$ cat config.mk
export PLATFORM = sky130hd
export DESIGN_NAME = combined_lcg_shuffle_rng_flat
export DESIGN_NICKNAME = d
export VERILOG_FILES = /design/src/hdl/clsr_pkg.sv /design/src/hdl/clsr_cmd_if.sv /design/src/hdl/clsr_rsp_if.sv /design/src/hdl/clsr_ram.sv /design/src/hdl/clsr_modmul.sv /design/src/hdl/combined_lcg_shuffle_rng.sv /design/src/flat_wrapper.sv
export SDC_FILE = /design/constraint.sdc
export NUM_CORES = 2
export LEC_CHECK = 0
export BUFFER_PORTS_ARGS = -buffer_cell sky130_fd_sc_hd__buf_2
export CELL_PAD_IN_SITES_DETAIL_PLACEMENT = 0
export CELL_PAD_IN_SITES_GLOBAL_PLACEMENT = 1
export CORE_MARGIN = 8
export CORE_UTILIZATION = 30
export DETAILED_ROUTE_END_ITERATION = 6
export PLACE_DENSITY = 0.59
export SLEW_MARGIN = 20
export SYNTH_ARGS = -nofsm -noshare
export SYNTH_HDL_FRONTEND = slang
export SYNTH_SLANG_ARGS = --single-unit
$ cat constraint.sdc
create_clock -name clk -period 12.71 [get_ports clk]
set_input_delay 3.813 -clock clk [delete_from_list [all_inputs] [get_ports clk]]
set_output_delay 3.813 -clock clk [all_outputs]
set_load 0.01 [all_outputs]
$ cat src/hdl/clsr_pkg.sv
package clsr_pkg;

	// Width of a generator state, a seed and an output value.
	localparam int ValW = 31;

	// Moduli of the two generators and their distance below 2^31.
	localparam logic [31:0] ModOne  = 32'd2147483563;
	localparam logic [31:0] ModTwo  = 32'd2147483399;
	localparam logic [7:0]  FoldOne = 8'd85;
	localparam logic [7:0]  FoldTwo = 8'd249;

	// Multipliers of the two generators.
	localparam logic [15:0] MulOne = 16'd40014;
	localparam logic [15:0] MulTwo = 16'd40692;

	// Output wrap span and the reset value of the second generator.
	localparam logic [ValW-1:0] WrapSpan    = 31'd2147483562;
	localparam logic [ValW-1:0] SecondReset = 31'd123456789;

	// Command action codes.
	localparam logic ActDraw   = 1'b0;
	localparam logic ActReseed = 1'b1;

	// Which generator the shared modular multiplier works for.
	typedef enum logic {
		GEN_ONE,
		GEN_TWO
	} gen_sel_t;

	// Sequencer states.
	typedef enum logic [3:0] {
		ST_IDLE,
		ST_WARM_MUL,
		ST_WARM_RED,
		ST_DIV,
		ST_G1_MUL,
		ST_G1_RED,
		ST_G2_MUL,
		ST_G2_RED,
		ST_MERGE
	} state_t;

endpackage

$ cat src/hdl/clsr_cmd_if.sv
interface clsr_cmd_if;
	logic                       valid;
	logic                       ready;
	logic                       action;
	logic [clsr_pkg::ValW-1:0]  seed_value;

	modport source (output valid, action, seed_value, input ready);
	modport sink (input valid, action, seed_value, output ready);
endinterface

$ cat src/hdl/clsr_rsp_if.sv
interface clsr_rsp_if;
	logic                       valid;
	logic                       ready;
	logic [clsr_pkg::ValW-1:0]  random_value;

	modport source (output valid, random_value, input ready);
	modport sink (input valid, random_value, output ready);
endinterface

$ cat src/hdl/clsr_ram.sv
module clsr_ram #(
	parameter int WIDTH = 31,
	parameter int DEPTH = 32
) (
	input  logic                     clk,
	input  logic                     we,
	input  logic [$clog2(DEPTH)-1:0] waddr,
	input  logic [WIDTH-1:0]         wdata,
	input  logic [$clog2(DEPTH)-1:0] raddr,
	output logic [WIDTH-1:0]         rdata
);

	logic [WIDTH-1:0] mem [DEPTH];
	logic [WIDTH-1:0] rdata_q;

	// One write port and one registered read port.
	always_ff @(posedge clk) begin
		if (we) begin
			mem[waddr] <= wdata;
		end
		rdata_q <= mem[raddr];
	end

	assign rdata = rdata_q;

endmodule

$ cat src/hdl/clsr_modmul.sv
module clsr_modmul (
	input  logic                      clk,
	input  logic [clsr_pkg::ValW-1:0] x,
	input  clsr_pkg::gen_sel_t        sel,
	output logic [clsr_pkg::ValW-1:0] res
);

	logic [46:0]              prod_s1;
	clsr_pkg::gen_sel_t       sel_s1;
	logic [15:0]              mul_k;
	logic [15:0]              hi;
	logic [23:0]              fold;
	logic [31:0]              sum;
	logic [31:0]              modulus;
	logic [7:0]               fold_k;

	// Multiply by the generator's multiplier into the product register.
	assign mul_k = (sel == clsr_pkg::GEN_TWO) ? clsr_pkg::MulTwo : clsr_pkg::MulOne;

	always_ff @(posedge clk) begin
		prod_s1 <= 47'(x) * 47'(mul_k);
		sel_s1  <= sel;
	end

	// Then fold the bits above 2^31 back in, since 2^31 is congruent to
	// the fold constant, then one conditional subtract of the modulus.
	always_comb begin
		fold_k  = (sel_s1 == clsr_pkg::GEN_TWO) ? clsr_pkg::FoldTwo : clsr_pkg::FoldOne;
		modulus = (sel_s1 == clsr_pkg::GEN_TWO) ? clsr_pkg::ModTwo : clsr_pkg::ModOne;
		hi      = prod_s1[46:31];
		fold    = 24'(hi) * 24'(fold_k);
		sum     = {1'b0, prod_s1[30:0]} + 32'(fold);
		if (sum >= modulus) begin
			res = 31'(sum - modulus);
		end else begin
			res = sum[30:0];
		end
	end

endmodule

$ cat src/hdl/combined_lcg_shuffle_rng.sv
// Draw: the divider states form the slot index, then each generator takes a multiply and a reduce
// state in the shared modular multiplier, and the merge state refills the table and loads the output.
// A reseed first runs generator one through the warm-up states, which fill the table. Ready returns
// the cycle after the merge; the merge waits while the output register is full and not being read.
// Reset gives generator one = 1, generator two = 123456789, previous output 0 and a
// shuffle table that reads as all zero through per-entry valid bits.
module combined_lcg_shuffle_rng #(
	parameter int TABLE_DEPTH = 32
) (
	input  logic              clk,
	input  logic              arst_n,
	clsr_cmd_if.sink          cmd,
	clsr_rsp_if.source        rsp
);

	localparam int AW  = $clog2(TABLE_DEPTH);
	localparam int RW  = $clog2(TABLE_DEPTH) + 2;
	localparam int PW  = clsr_pkg::ValW + RW;
	localparam int DSW = 1;
	localparam int CW  = $clog2(TABLE_DEPTH + 8);
	localparam logic [clsr_pkg::ValW-1:0] SlotDiv = 31'(1 + 2147483562 / TABLE_DEPTH);
	// Reciprocal of the slot divisor scaled by 2^31, rounded down.
	localparam logic [RW-1:0] Recip = RW'((longint'(1) << 31) / longint'(SlotDiv));

	clsr_pkg::state_t state_q, state_d;

	logic [clsr_pkg::ValW-1:0] gen1_q, gen2_q, prev_q;
	logic [CW-1:0]             cnt_q;
	logic [clsr_pkg::ValW-1:0] rem_q;
	logic [RW-1:0]             quo_q;
	logic [DSW-1:0]            dstep_q;
	logic [AW-1:0]             slot_q;
	logic [TABLE_DEPTH-1:0]    valid_q;
	logic                      out_valid_q;
	logic [clsr_pkg::ValW-1:0] out_value_q;

	logic                      accept;
	logic [clsr_pkg::ValW-1:0] seed_eff;
	logic                      warm_last;
	logic                      warm_write;
	logic                      merge_fire;
	logic                      div_load;
	logic [clsr_pkg::ValW-1:0] div_src;
	logic [PW-1:0]             est_prod;
	logic [RW-1:0]             quo_est;
	logic [PW-1:0]             back_prod;
	logic [clsr_pkg::ValW-1:0] rem_fix;
	logic [RW-1:0]             quo_fix;
	logic [AW-1:0]             slot_sat;

	logic [clsr_pkg::ValW-1:0] mm_x, mm_res;
	clsr_pkg::gen_sel_t        mm_sel;

	logic                      ram_we;
	logic [AW-1:0]             ram_waddr;
	logic [clsr_pkg::ValW-1:0] ram_wdata, ram_rdata;

	logic [clsr_pkg::ValW-1:0] tbl_val;
	logic signed [32:0]        diff;
	logic signed [32:0]        diff_adj;
	logic [clsr_pkg::ValW-1:0] new_val;

	clsr_modmul u_modmul (
		.clk (clk),
		.x   (mm_x),
		.sel (mm_sel),
		.res (mm_res)
	);

	clsr_ram #(
		.WIDTH (clsr_pkg::ValW),
		.DEPTH (TABLE_DEPTH)
	) u_table (
		.clk   (clk),
		.we    (ram_we),
		.waddr (ram_waddr),
		.wdata (ram_wdata),
		.raddr (slot_q),
		.rdata (ram_rdata)
	);

	// Handshake and status terms.
	assign accept     = cmd.valid && cmd.ready;
	assign seed_eff   = (cmd.seed_value == '0) ? 31'd1 : cmd.seed_value;
	assign warm_last  = (cnt_q == '0);
	assign warm_write = (cnt_q < CW'(TABLE_DEPTH));
	assign merge_fire = (state_q == clsr_pkg::ST_MERGE) && (!out_valid_q || rsp.ready);
	assign div_load   = (accept && (cmd.action == clsr_pkg::ActDraw)) ||
	                    ((state_q == clsr_pkg::ST_WARM_RED) && warm_last);
	assign div_src    = (state_q == clsr_pkg::ST_WARM_RED) ? mm_res : prev_q;

	// Slot index by reciprocal multiplication. The divider first registers an estimate that is
	// at most one low, then corrects it against the divisor and saturates it.
	always_comb begin
		est_prod  = PW'(rem_q) * PW'(Recip);
		quo_est   = est_prod[PW-1:clsr_pkg::ValW];
		back_prod = PW'(quo_q) * PW'(SlotDiv);
		rem_fix   = rem_q - back_prod[clsr_pkg::ValW-1:0];
		quo_fix   = quo_q + RW'(rem_fix >= SlotDiv);
		if (quo_fix >= RW'(TABLE_DEPTH)) begin
			slot_sat = AW'(TABLE_DEPTH - 1);
		end else begin
			slot_sat = quo_fix[AW-1:0];
		end
	end

	// Output value: selected slot minus generator two, wrapped into range.
	always_comb begin
		tbl_val  = valid_q[slot_q] ? ram_rdata : '0;
		diff     = $signed({2'b00, tbl_val}) - $signed({2'b00, gen2_q});
		diff_adj = (diff < 33'sd1) ? diff + $signed({2'b00, clsr_pkg::WrapSpan}) : diff;
		new_val  = diff_adj[30:0];
	end

	// Next state.
	always_comb begin
		state_d = state_q;
		unique case (state_q)
			clsr_pkg::ST_IDLE: begin
				if (accept) begin
					state_d = (cmd.action == clsr_pkg::ActReseed) ? clsr_pkg::ST_WARM_MUL
					                                             : clsr_pkg::ST_DIV;
				end
			end
			clsr_pkg::ST_WARM_MUL: state_d = clsr_pkg::ST_WARM_RED;
			clsr_pkg::ST_WARM_RED: begin
				state_d = warm_last ? clsr_pkg::ST_DIV : clsr_pkg::ST_WARM_MUL;
			end
			clsr_pkg::ST_DIV: begin
				if (dstep_q == '0) begin
					state_d = clsr_pkg::ST_G1_MUL;
				end
			end
			clsr_pkg::ST_G1_MUL: state_d = clsr_pkg::ST_G1_RED;
			clsr_pkg::ST_G1_RED: state_d = clsr_pkg::ST_G2_MUL;
			clsr_pkg::ST_G2_MUL: state_d = clsr_pkg::ST_G2_RED;
			clsr_pkg::ST_G2_RED: state_d = clsr_pkg::ST_MERGE;
			clsr_pkg::ST_MERGE: begin
				if (merge_fire) begin
					state_d = clsr_pkg::ST_IDLE;
				end
			end
			default: state_d = clsr_pkg::ST_IDLE;
		endcase
	end

	// Sequencer outputs: multiplier operand, table write port, ready.
	always_comb begin
		cmd.ready = 1'b0;
		mm_x      = gen1_q;
		mm_sel    = clsr_pkg::GEN_ONE;
		ram_we    = 1'b0;
		ram_waddr = slot_q;
		ram_wdata = gen1_q;
		unique case (state_q)
			clsr_pkg::ST_IDLE: cmd.ready = 1'b1;
			clsr_pkg::ST_WARM_RED: begin
				ram_we    = warm_write;
				ram_waddr = cnt_q[AW-1:0];
				ram_wdata = mm_res;
			end
			clsr_pkg::ST_G2_MUL: begin
				mm_x   = gen2_q;
				mm_sel = clsr_pkg::GEN_TWO;
			end
			clsr_pkg::ST_G2_RED: mm_sel = clsr_pkg::GEN_TWO;
			clsr_pkg::ST_MERGE: ram_we = merge_fire;
			default: begin
			end
		endcase
	end

	// State, generators, previous output, warm-up counter, divider phase and table valid bits.
	always_ff @(posedge clk or negedge arst_n) begin
		if (!arst_n) begin
			state_q <= clsr_pkg::ST_IDLE;
			gen1_q  <= 31'd1;
			gen2_q  <= clsr_pkg::SecondReset;
			prev_q  <= '0;
			valid_q <= '0;
			cnt_q   <= '0;
			dstep_q <= '0;
		end else begin
			state_q <= state_d;
			if (accept && (cmd.action == clsr_pkg::ActReseed)) begin
				gen1_q <= seed_eff;
				gen2_q <= seed_eff;
				cnt_q  <= CW'(TABLE_DEPTH + 7);
			end
			if (state_q == clsr_pkg::ST_WARM_RED) begin
				gen1_q <= mm_res;
				if (warm_write) begin
					valid_q[cnt_q[AW-1:0]] <= 1'b1;
				end
				if (warm_last) begin
					prev_q <= mm_res;
				end else begin
					cnt_q <= cnt_q - 1'b1;
				end
			end
			if (div_load) begin
				dstep_q <= DSW'(1);
			end else if (state_q == clsr_pkg::ST_DIV) begin
				dstep_q <= dstep_q - 1'b1;
			end
			if (state_q == clsr_pkg::ST_G1_RED) begin
				gen1_q <= mm_res;
			end
			if (state_q == clsr_pkg::ST_G2_RED) begin
				gen2_q <= mm_res;
			end
			if (merge_fire) begin
				prev_q          <= new_val;
				valid_q[slot_q] <= 1'b1;
			end
		end
	end

	// Divider datapath registers.
	always_ff @(posedge clk) begin
		if (div_load) begin
			rem_q <= div_src;
		end else if (state_q == clsr_pkg::ST_DIV) begin
			if (dstep_q != '0) begin
				quo_q <= quo_est;
			end else begin
				slot_q <= slot_sat;
			end
		end
	end

	// Output register: holds a finished result until it is taken.
	always_ff @(posedge clk or negedge arst_n) begin
		if (!arst_n) begin
			out_valid_q <= 1'b0;
		end else if (merge_fire) begin
			out_valid_q <= 1'b1;
		end else if (rsp.ready) begin
			out_valid_q <= 1'b0;
		end
	end

	always_ff @(posedge clk) begin
		if (merge_fire) begin
			out_value_q <= new_val;
		end
	end

	assign rsp.valid        = out_valid_q;
	assign rsp.random_value = out_value_q;

endmodule

$ cat src/flat_wrapper.sv
// flat-port wrapper written by rule: the top's interface ports become plain ports
module combined_lcg_shuffle_rng_flat 
#(
	parameter int TABLE_DEPTH = 32
)
  (clk, arst_n, cmd_valid, cmd_action, cmd_seed_value, cmd_ready, rsp_valid, rsp_random_value, rsp_ready);
  clsr_cmd_if cmd_i ();
  clsr_rsp_if rsp_i ();
  input  logic clk;
  input  logic arst_n;
  input wire logic [$bits(cmd_i.valid)-1:0] cmd_valid;
  input wire logic [$bits(cmd_i.action)-1:0] cmd_action;
  input wire logic [$bits(cmd_i.seed_value)-1:0] cmd_seed_value;
  output wire logic [$bits(cmd_i.ready)-1:0] cmd_ready;
  output wire logic [$bits(rsp_i.valid)-1:0] rsp_valid;
  output wire logic [$bits(rsp_i.random_value)-1:0] rsp_random_value;
  input wire logic [$bits(rsp_i.ready)-1:0] rsp_ready;
  assign cmd_i.valid = cmd_valid;
  assign cmd_i.action = cmd_action;
  assign cmd_i.seed_value = cmd_seed_value;
  assign cmd_ready = cmd_i.ready;
  assign rsp_valid = rsp_i.valid;
  assign rsp_random_value = rsp_i.random_value;
  assign rsp_i.ready = rsp_ready;
  combined_lcg_shuffle_rng #(.TABLE_DEPTH(TABLE_DEPTH)) u_core (.clk(clk), .arst_n(arst_n), .cmd(cmd_i), .rsp(rsp_i));
endmodule
# ---- Word-level counts from Yosys, hierarchy flattened
# Memory sizes are Yosys's and may differ from the RTL's. A register that Yosys moved wholly into a read port is not among the register bits.
# Index checks and enable logic that the tools add are counted.
dict set report word_totals {
  register_bits 257
  ram_bits 992
  input_bits 36
  out_inout_bits 33
  elab_cells 120
  memories 1
}
dict set report op_classes {
  n_addsub 8
  multipliers 3
  order_cmp 9
  eq_ne 11
  mux 45
  bitwise 5
  reduce_logical 24
}
# name words width read_ports rd_ports_with_merged_regs wr line_no
set memory_table {}
lappend memory_table {u_core.u_table.mem 32 31 1 1 1 clsr_ram.sv:13} ;# logic [WIDTH-1:0] mem [DEPTH];
# operator n
set ops {}
lappend ops {{$mux 31} 14}
lappend ops {{$mux 32} 3}
lappend ops {{$or 32x32->32} 2}
lappend ops {{$sub 31x31->31} 2}
lappend ops {{$mul 31x16->47} 1}
lappend ops {{$pmux 4 s9} 1}
lappend ops {{$add 31x24->32} 1}
lappend ops {{$ge 32x31->1} 1}
lappend ops {{$lt 32x2->1 const B} 1}
lappend ops {{$sub 31x31->32} 1}
lappend ops {{$add 31x8->31 const B} 1}
lappend ops {{$ge 31x26->1 const B} 1}
lappend ops {{$logic_not 31->1} 1}
lappend ops {{$mul 5x25->30 const B} 1}
lappend ops {{$mul 16x8->24} 1}
lappend ops {{$mux 6} 3}
lappend ops {{$eq 4x3->1 const B} 4}
lappend ops {{$mux 8} 2}
lappend ops {{$lt 5x6->1 const B} 2}
lappend ops {{$mux 4} 3}
lappend ops {{$mux 1} 11}
lappend ops {{$demux 1 s5} 2}
lappend ops {{$ge 5x1->1 const B} 2}
lappend ops {{$mux 10} 1}
lappend ops {{25 further kinds} 43}

# ---- Depth between registers and ports, before layout
dict set report logic_depth {
  depth_word 9
  mapped_depth 32
  depth_no_buf 32
}

# ---- Modules after synthesis
# A second synthesis with hierarchy kept.
dict set report hier_totals {
  cells_unflattened 5778
  area_unflattened_um2 72069.1
}
# module n_inst cells_each area_each_um2 seq_area_each_um2
set modules_own_cells {}
lappend modules_own_cells {clsr_ram 1 2192 39163.8 30409.2}
lappend modules_own_cells {clsr_modmul 1 1870 17591.9 940.9}
lappend modules_own_cells {combined_lcg_shuffle_rng 1 1716 15313.4 5556.6}

# ---- Least setup slack after synthesis
# No wires, ideal clock.
dict set report synth_timing {
  path_type {flip-flop to flip-flop}
  start {register u_core.state_q[2]}
  end {register u_core.u_modmul.prod_s1[45]}
  arrival_time_ps 8122
  slack_ps 4470
  stages_incl_launch_ff 31
  path_cell_list {dfrtp_1 > clkbuf_1 > nor2b_1 > nand2_1 > nor2_1 > clkbuf_1 > clkbuf_1 > mux2i_1 > inv_1 > fa_1 > fa_1 > inv_1 > fa_1 > inv_1 > fa_1 > inv_1 > fa_1 > inv_1 > fa_1 > ha_1 > and4_1 > nand4_1 > a2111oi_0 > nor3_1 > o32a_1 > o2111ai_1 > nand2_1 > o311a_1 > o21bai_1 > a21oi_1 > xnor2_1}
}
dict set report synth_between {
  elab_chain_cells 5
}
# item line_no
set synth_rtl {}
lappend synth_rtl {{from (decl)} combined_lcg_shuffle_rng.sv:25} ;# clsr_pkg::state_t state_q, state_d;
lappend synth_rtl {{from (signal assigned)} combined_lcg_shuffle_rng.sv:176} ;# state_q <= clsr_pkg::ST_IDLE;
lappend synth_rtl {{from (signal assigned)} combined_lcg_shuffle_rng.sv:184} ;# state_q <= state_d;
lappend synth_rtl {{$eq 4x3->1} combined_lcg_shuffle_rng.sv:155} ;# unique case (state_q)
lappend synth_rtl {{$reduce_or 2->1 (no source line)} n/a}
lappend synth_rtl {{$mux 1} combined_lcg_shuffle_rng.sv:155}
lappend synth_rtl {{$mux 10} clsr_modmul.sv:18} ;# assign mul_k = (sel == clsr_pkg::GEN_TWO) ? clsr_pkg::MulTwo : clsr_pkg::MulOne;
lappend synth_rtl {{$mul 31x16->47 *} clsr_modmul.sv:21} ;# prod_s1 <= 47'(x) * 47'(mul_k);
lappend synth_rtl {{to (signal assigned)} clsr_modmul.sv:21}
lappend synth_rtl {{to (decl)} clsr_modmul.sv:8} ;# logic [46:0] prod_s1;
# Mark *: on every way between the ends. The rest lies on a longest branch, timed or not.
# A chain may end at the register's enable or synchronous reset.

# ---- Worst setup path in the final report
dict set report layout_timing {
  start {register u_core.state_q[2]}
  end {register u_core.u_modmul.prod_s1[35]}
}
# The elaborated chain is that of the path after synthesis.

==> results.yml <==
synthesis:
  synth_adder_area_share_pct: 17.2
  synth_cells: 5153
  ys_seq_elements: 1277
  synth_top_family_by_area: "adder cells"
  synth_area_leaders: "edfxtp_1, fa_1, mux4_2"
  synth.top_cell.area_share_pct: 45.3
  synth-async-reset-ratio_pct: 10.6
  yosysSeqAreaShare_pct: 52.4
  synth_cell_types: 89
  syn_area_per_cell_um2: 13.7
  netlist_area_um2: 70500
  synth_xor_area_share_pct: 1.68
  synth-main-ff-cell: "edfxtp_1"
  yosysTopAreaCell: "edfxtp_1"
  synthesis.nets: 5923
  synth_edf_count: 1063
  synth_simple_gate_area_share_pct: 6.98
  synth_warnings: 0
  synth_compound_area_share_pct: 8.69
  synthMuxAreaShare_pct: 8.92
routing:
  via_count: 44100
  viasPerCell: 5.17
  drt_wl_total_mm: 224
  antenna_left: 0
  wl_per_cell_um: 26.2
  drtPass1Iterations: 5
  drc: 0
  first_iter_violations: 3871
worst_setup_path:
  ff2ff_setup_slack_ps: 3450
  r2r-end: "u_core.u_modmul.prod_s1[35]"
  critPathMaxFanout: 56
  r2r_start: "u_core.state_q[2]"
  end_kind: "register"
  critical_path_class: "register to register"
  rr_worst_depth: 26
  cp-start-kind: "register"
  timing.critical_path.required_ps: 13280
  arrival_ps: 9830
sta:
  min_period_ps: 9260
  rsz0062_at_grt: "no"
  setup_tns_ps: 0
  hold_violations: 0
  final.setup.worst_slack_ps: 3450
  timing.hold.ws_ps: 465
  fin_skew_ps: 39.3
  fin_crit_sh_pct: 72.8
  setup_violations: 0
  fmax_mhz: 108
  drv_slew: 0
  relSlewSlack_pct: 24.0
  tightest_slew_ps: 1140
cts:
  clock_path_buffers: 3
  post_cts_buffers: 0
  numCtsBuffers: 136
  clk_pin_slew_ps: 60
  clockRootBuffer: "clkbuf_16"
  clk_latency_ps: 790
  cts_resized: 0
  ctsHoldBuffers: 0
  cts.sinks: 1277
  ctsHtreeMaxLevel: 4
  cts_tree: "done"
floorplanning:
  row_count: 178
  core_area_um2: 235000
  io_pins: 69
  die_area_um2: 251000
  die_w_um: 501
  initial_core_util_pct: 30.1
  die_y_um: 501
global_route:
  grt_max_degree: 132
  grt_pass1_wl_mm: 322
  antenna_found_initial: 9
  grt_pass1_vias: 44700
  grt.total_usage_pct: 17.5
  overflow: 0
placement:
  dp_hpwl_mm: 147
  gp_congestion: 0.864
  io_buffers: 68
  dp_slack_ps: 3500
  dpl_cell_area_um2: 75300
cells_and_area:
  mostFrequentLayoutCell: "edfxtp_1"
  mostFrequentLayoutCells: "edfxtp_1, inv_1, fa_1"
  design_area_um2: 79900
  final_layout_size_suffix_gt1_share_pct: 14.5
  nets: 6039
  area_growth_pct: 13.4
min_path:
  whs_endpoint: "u_core.valid_q[2]"
  hold_path.class: "register to register"
  hp-start: "u_core.valid_q[2]"
  hold-path-cell-count: 2
run_status:
  status: "finished clean"
run:
  maxCapViolCount: 0
## worst max path at each step
stage	startpoint	slack (ps)	end	cells past startpoint
5_1_grt	u_core.state_q[2]	2870	u_core.u_modmul.prod_s1[35]	26
3_5_place_dp	u_core.state_q[2]	3500	u_core.u_modmul.prod_s1[35]	26
2_1_floorplan	u_core.state_q[2]	4470	u_core.u_modmul.prod_s1[45]	30
4_1_cts	u_core.state_q[2]	3430	u_core.u_modmul.prod_s1[35]	26
3_3_place_gp	u_core.state_q[2]	3740	u_core.u_modmul.prod_s1[35]	26
6_report	u_core.state_q[2]	3450	u_core.u_modmul.prod_s1[35]	26
## synth_stat cells, types with 10 or more instances
cell       count
nor3_1        47
a221o_1       36
a31oi_1       17
mux2_2        10
clkbuf_1     159
nand4_1       56
o2111ai_1     12
inv_1        582
edfxtp_1    1063
buf_1         33
a21o_1        79
and2_1        85
nor4_1        26
mux4_2       256
dfrtp_1      119
dfxtp_1       78
o21ai_0      174
o21bai_1      15
fa_1         392
dfstp_2       17
ha_1         342
nor2_1       252
o211ai_1      19
or3_1         18
and3_1        53
nand2b_1      27
a211o_1       15
a22oi_1      147
o31ai_1       14
or2_2         16
nand3_1       54
xor2_1        55
nand2_1      287
mux2i_1       41
a211oi_1      27
xnor2_1       80
a21oi_1      228
nor2b_1       38
o21a_1        26
## stage by stage
step | util [%] | std cells
global placement | 32.1 | 8281
CTS | 34.1 | 8528
detailed placement | 32.1 | 8281
global route | 34.1 | 8528
finish | 34.1 | 8533
floorplan | - | 5153
## routing by layer
metal	GRT usage (%)	vias to the layer above	wire [um]
met4	5.57	4	7240
met1	23.5	23400	96000
li1	-	19200	-
met3	2.59	292	12000
met5	0	-	21
met2	29.2	1299	109000
## registers in the layout, summed over array words and instances, names as in the netlist, 4 cells and up
name                     count
u_core.gen1_q               31
u_core.rem_q                30
u_core.quo_q                 5
u_core.u_table.rdata        31
u_core.gen2_q               31
u_core.rsp.random_value     31
u_core.u_table.mem         992
u_core.slot_q                5
u_core.prev_q               30
u_core.valid_q              32
u_core.state_q               4
u_core.cnt_q                 6
u_core.u_modmul.prod_s1     46
## cell type report
class / instances / area (um2)
antenna: 5 / 12.5
clock buffer: 187 / 3800
clock inverter: 60 / 782
fill: 22800 / 155000
inverter: 585 / 2200
multi-input combinational: 3097 / 31100
sequential: 1277 / 36900
tap: 3150 / 3940
timing repair buffer: 172 / 1150
## cells by family (layout without fill, tap and decap cells)
family / Yosys count / in the layout
compound gates: 914 / 914
mux: 307 / 307
fa+ha+maj: 734 / 734
simple gates: 1006 / 1006
flops: 1277 / 1277
xor+xnor: 135 / 135
other cells: 1 / 6
buf+inv: 779 / 1004
## critical path, stage by stage, from the launching register on
cell	delay, ps
dfrtp_1	490
nor2b_1	300
nand2_2	100
buf_4	300
nor2_4	150
buf_4	450
mux2i_1	510
inv_1	250
fa_1	440
fa_1	520
inv_1	50
fa_1	530
inv_1	60
fa_1	530
inv_1	50
fa_1	470
inv_1	50
fa_1	440
ha_1	390
and4_1	270
nand4_1	240
a2111oi_0	500
nor3_1	200
o32a_1	440
o2111ai_1	290
nand2_1	210
xnor2_1	750
Power is not shown: default switching activity piles up to over one toggle a cycle in this logic, so the estimate is an artifact.
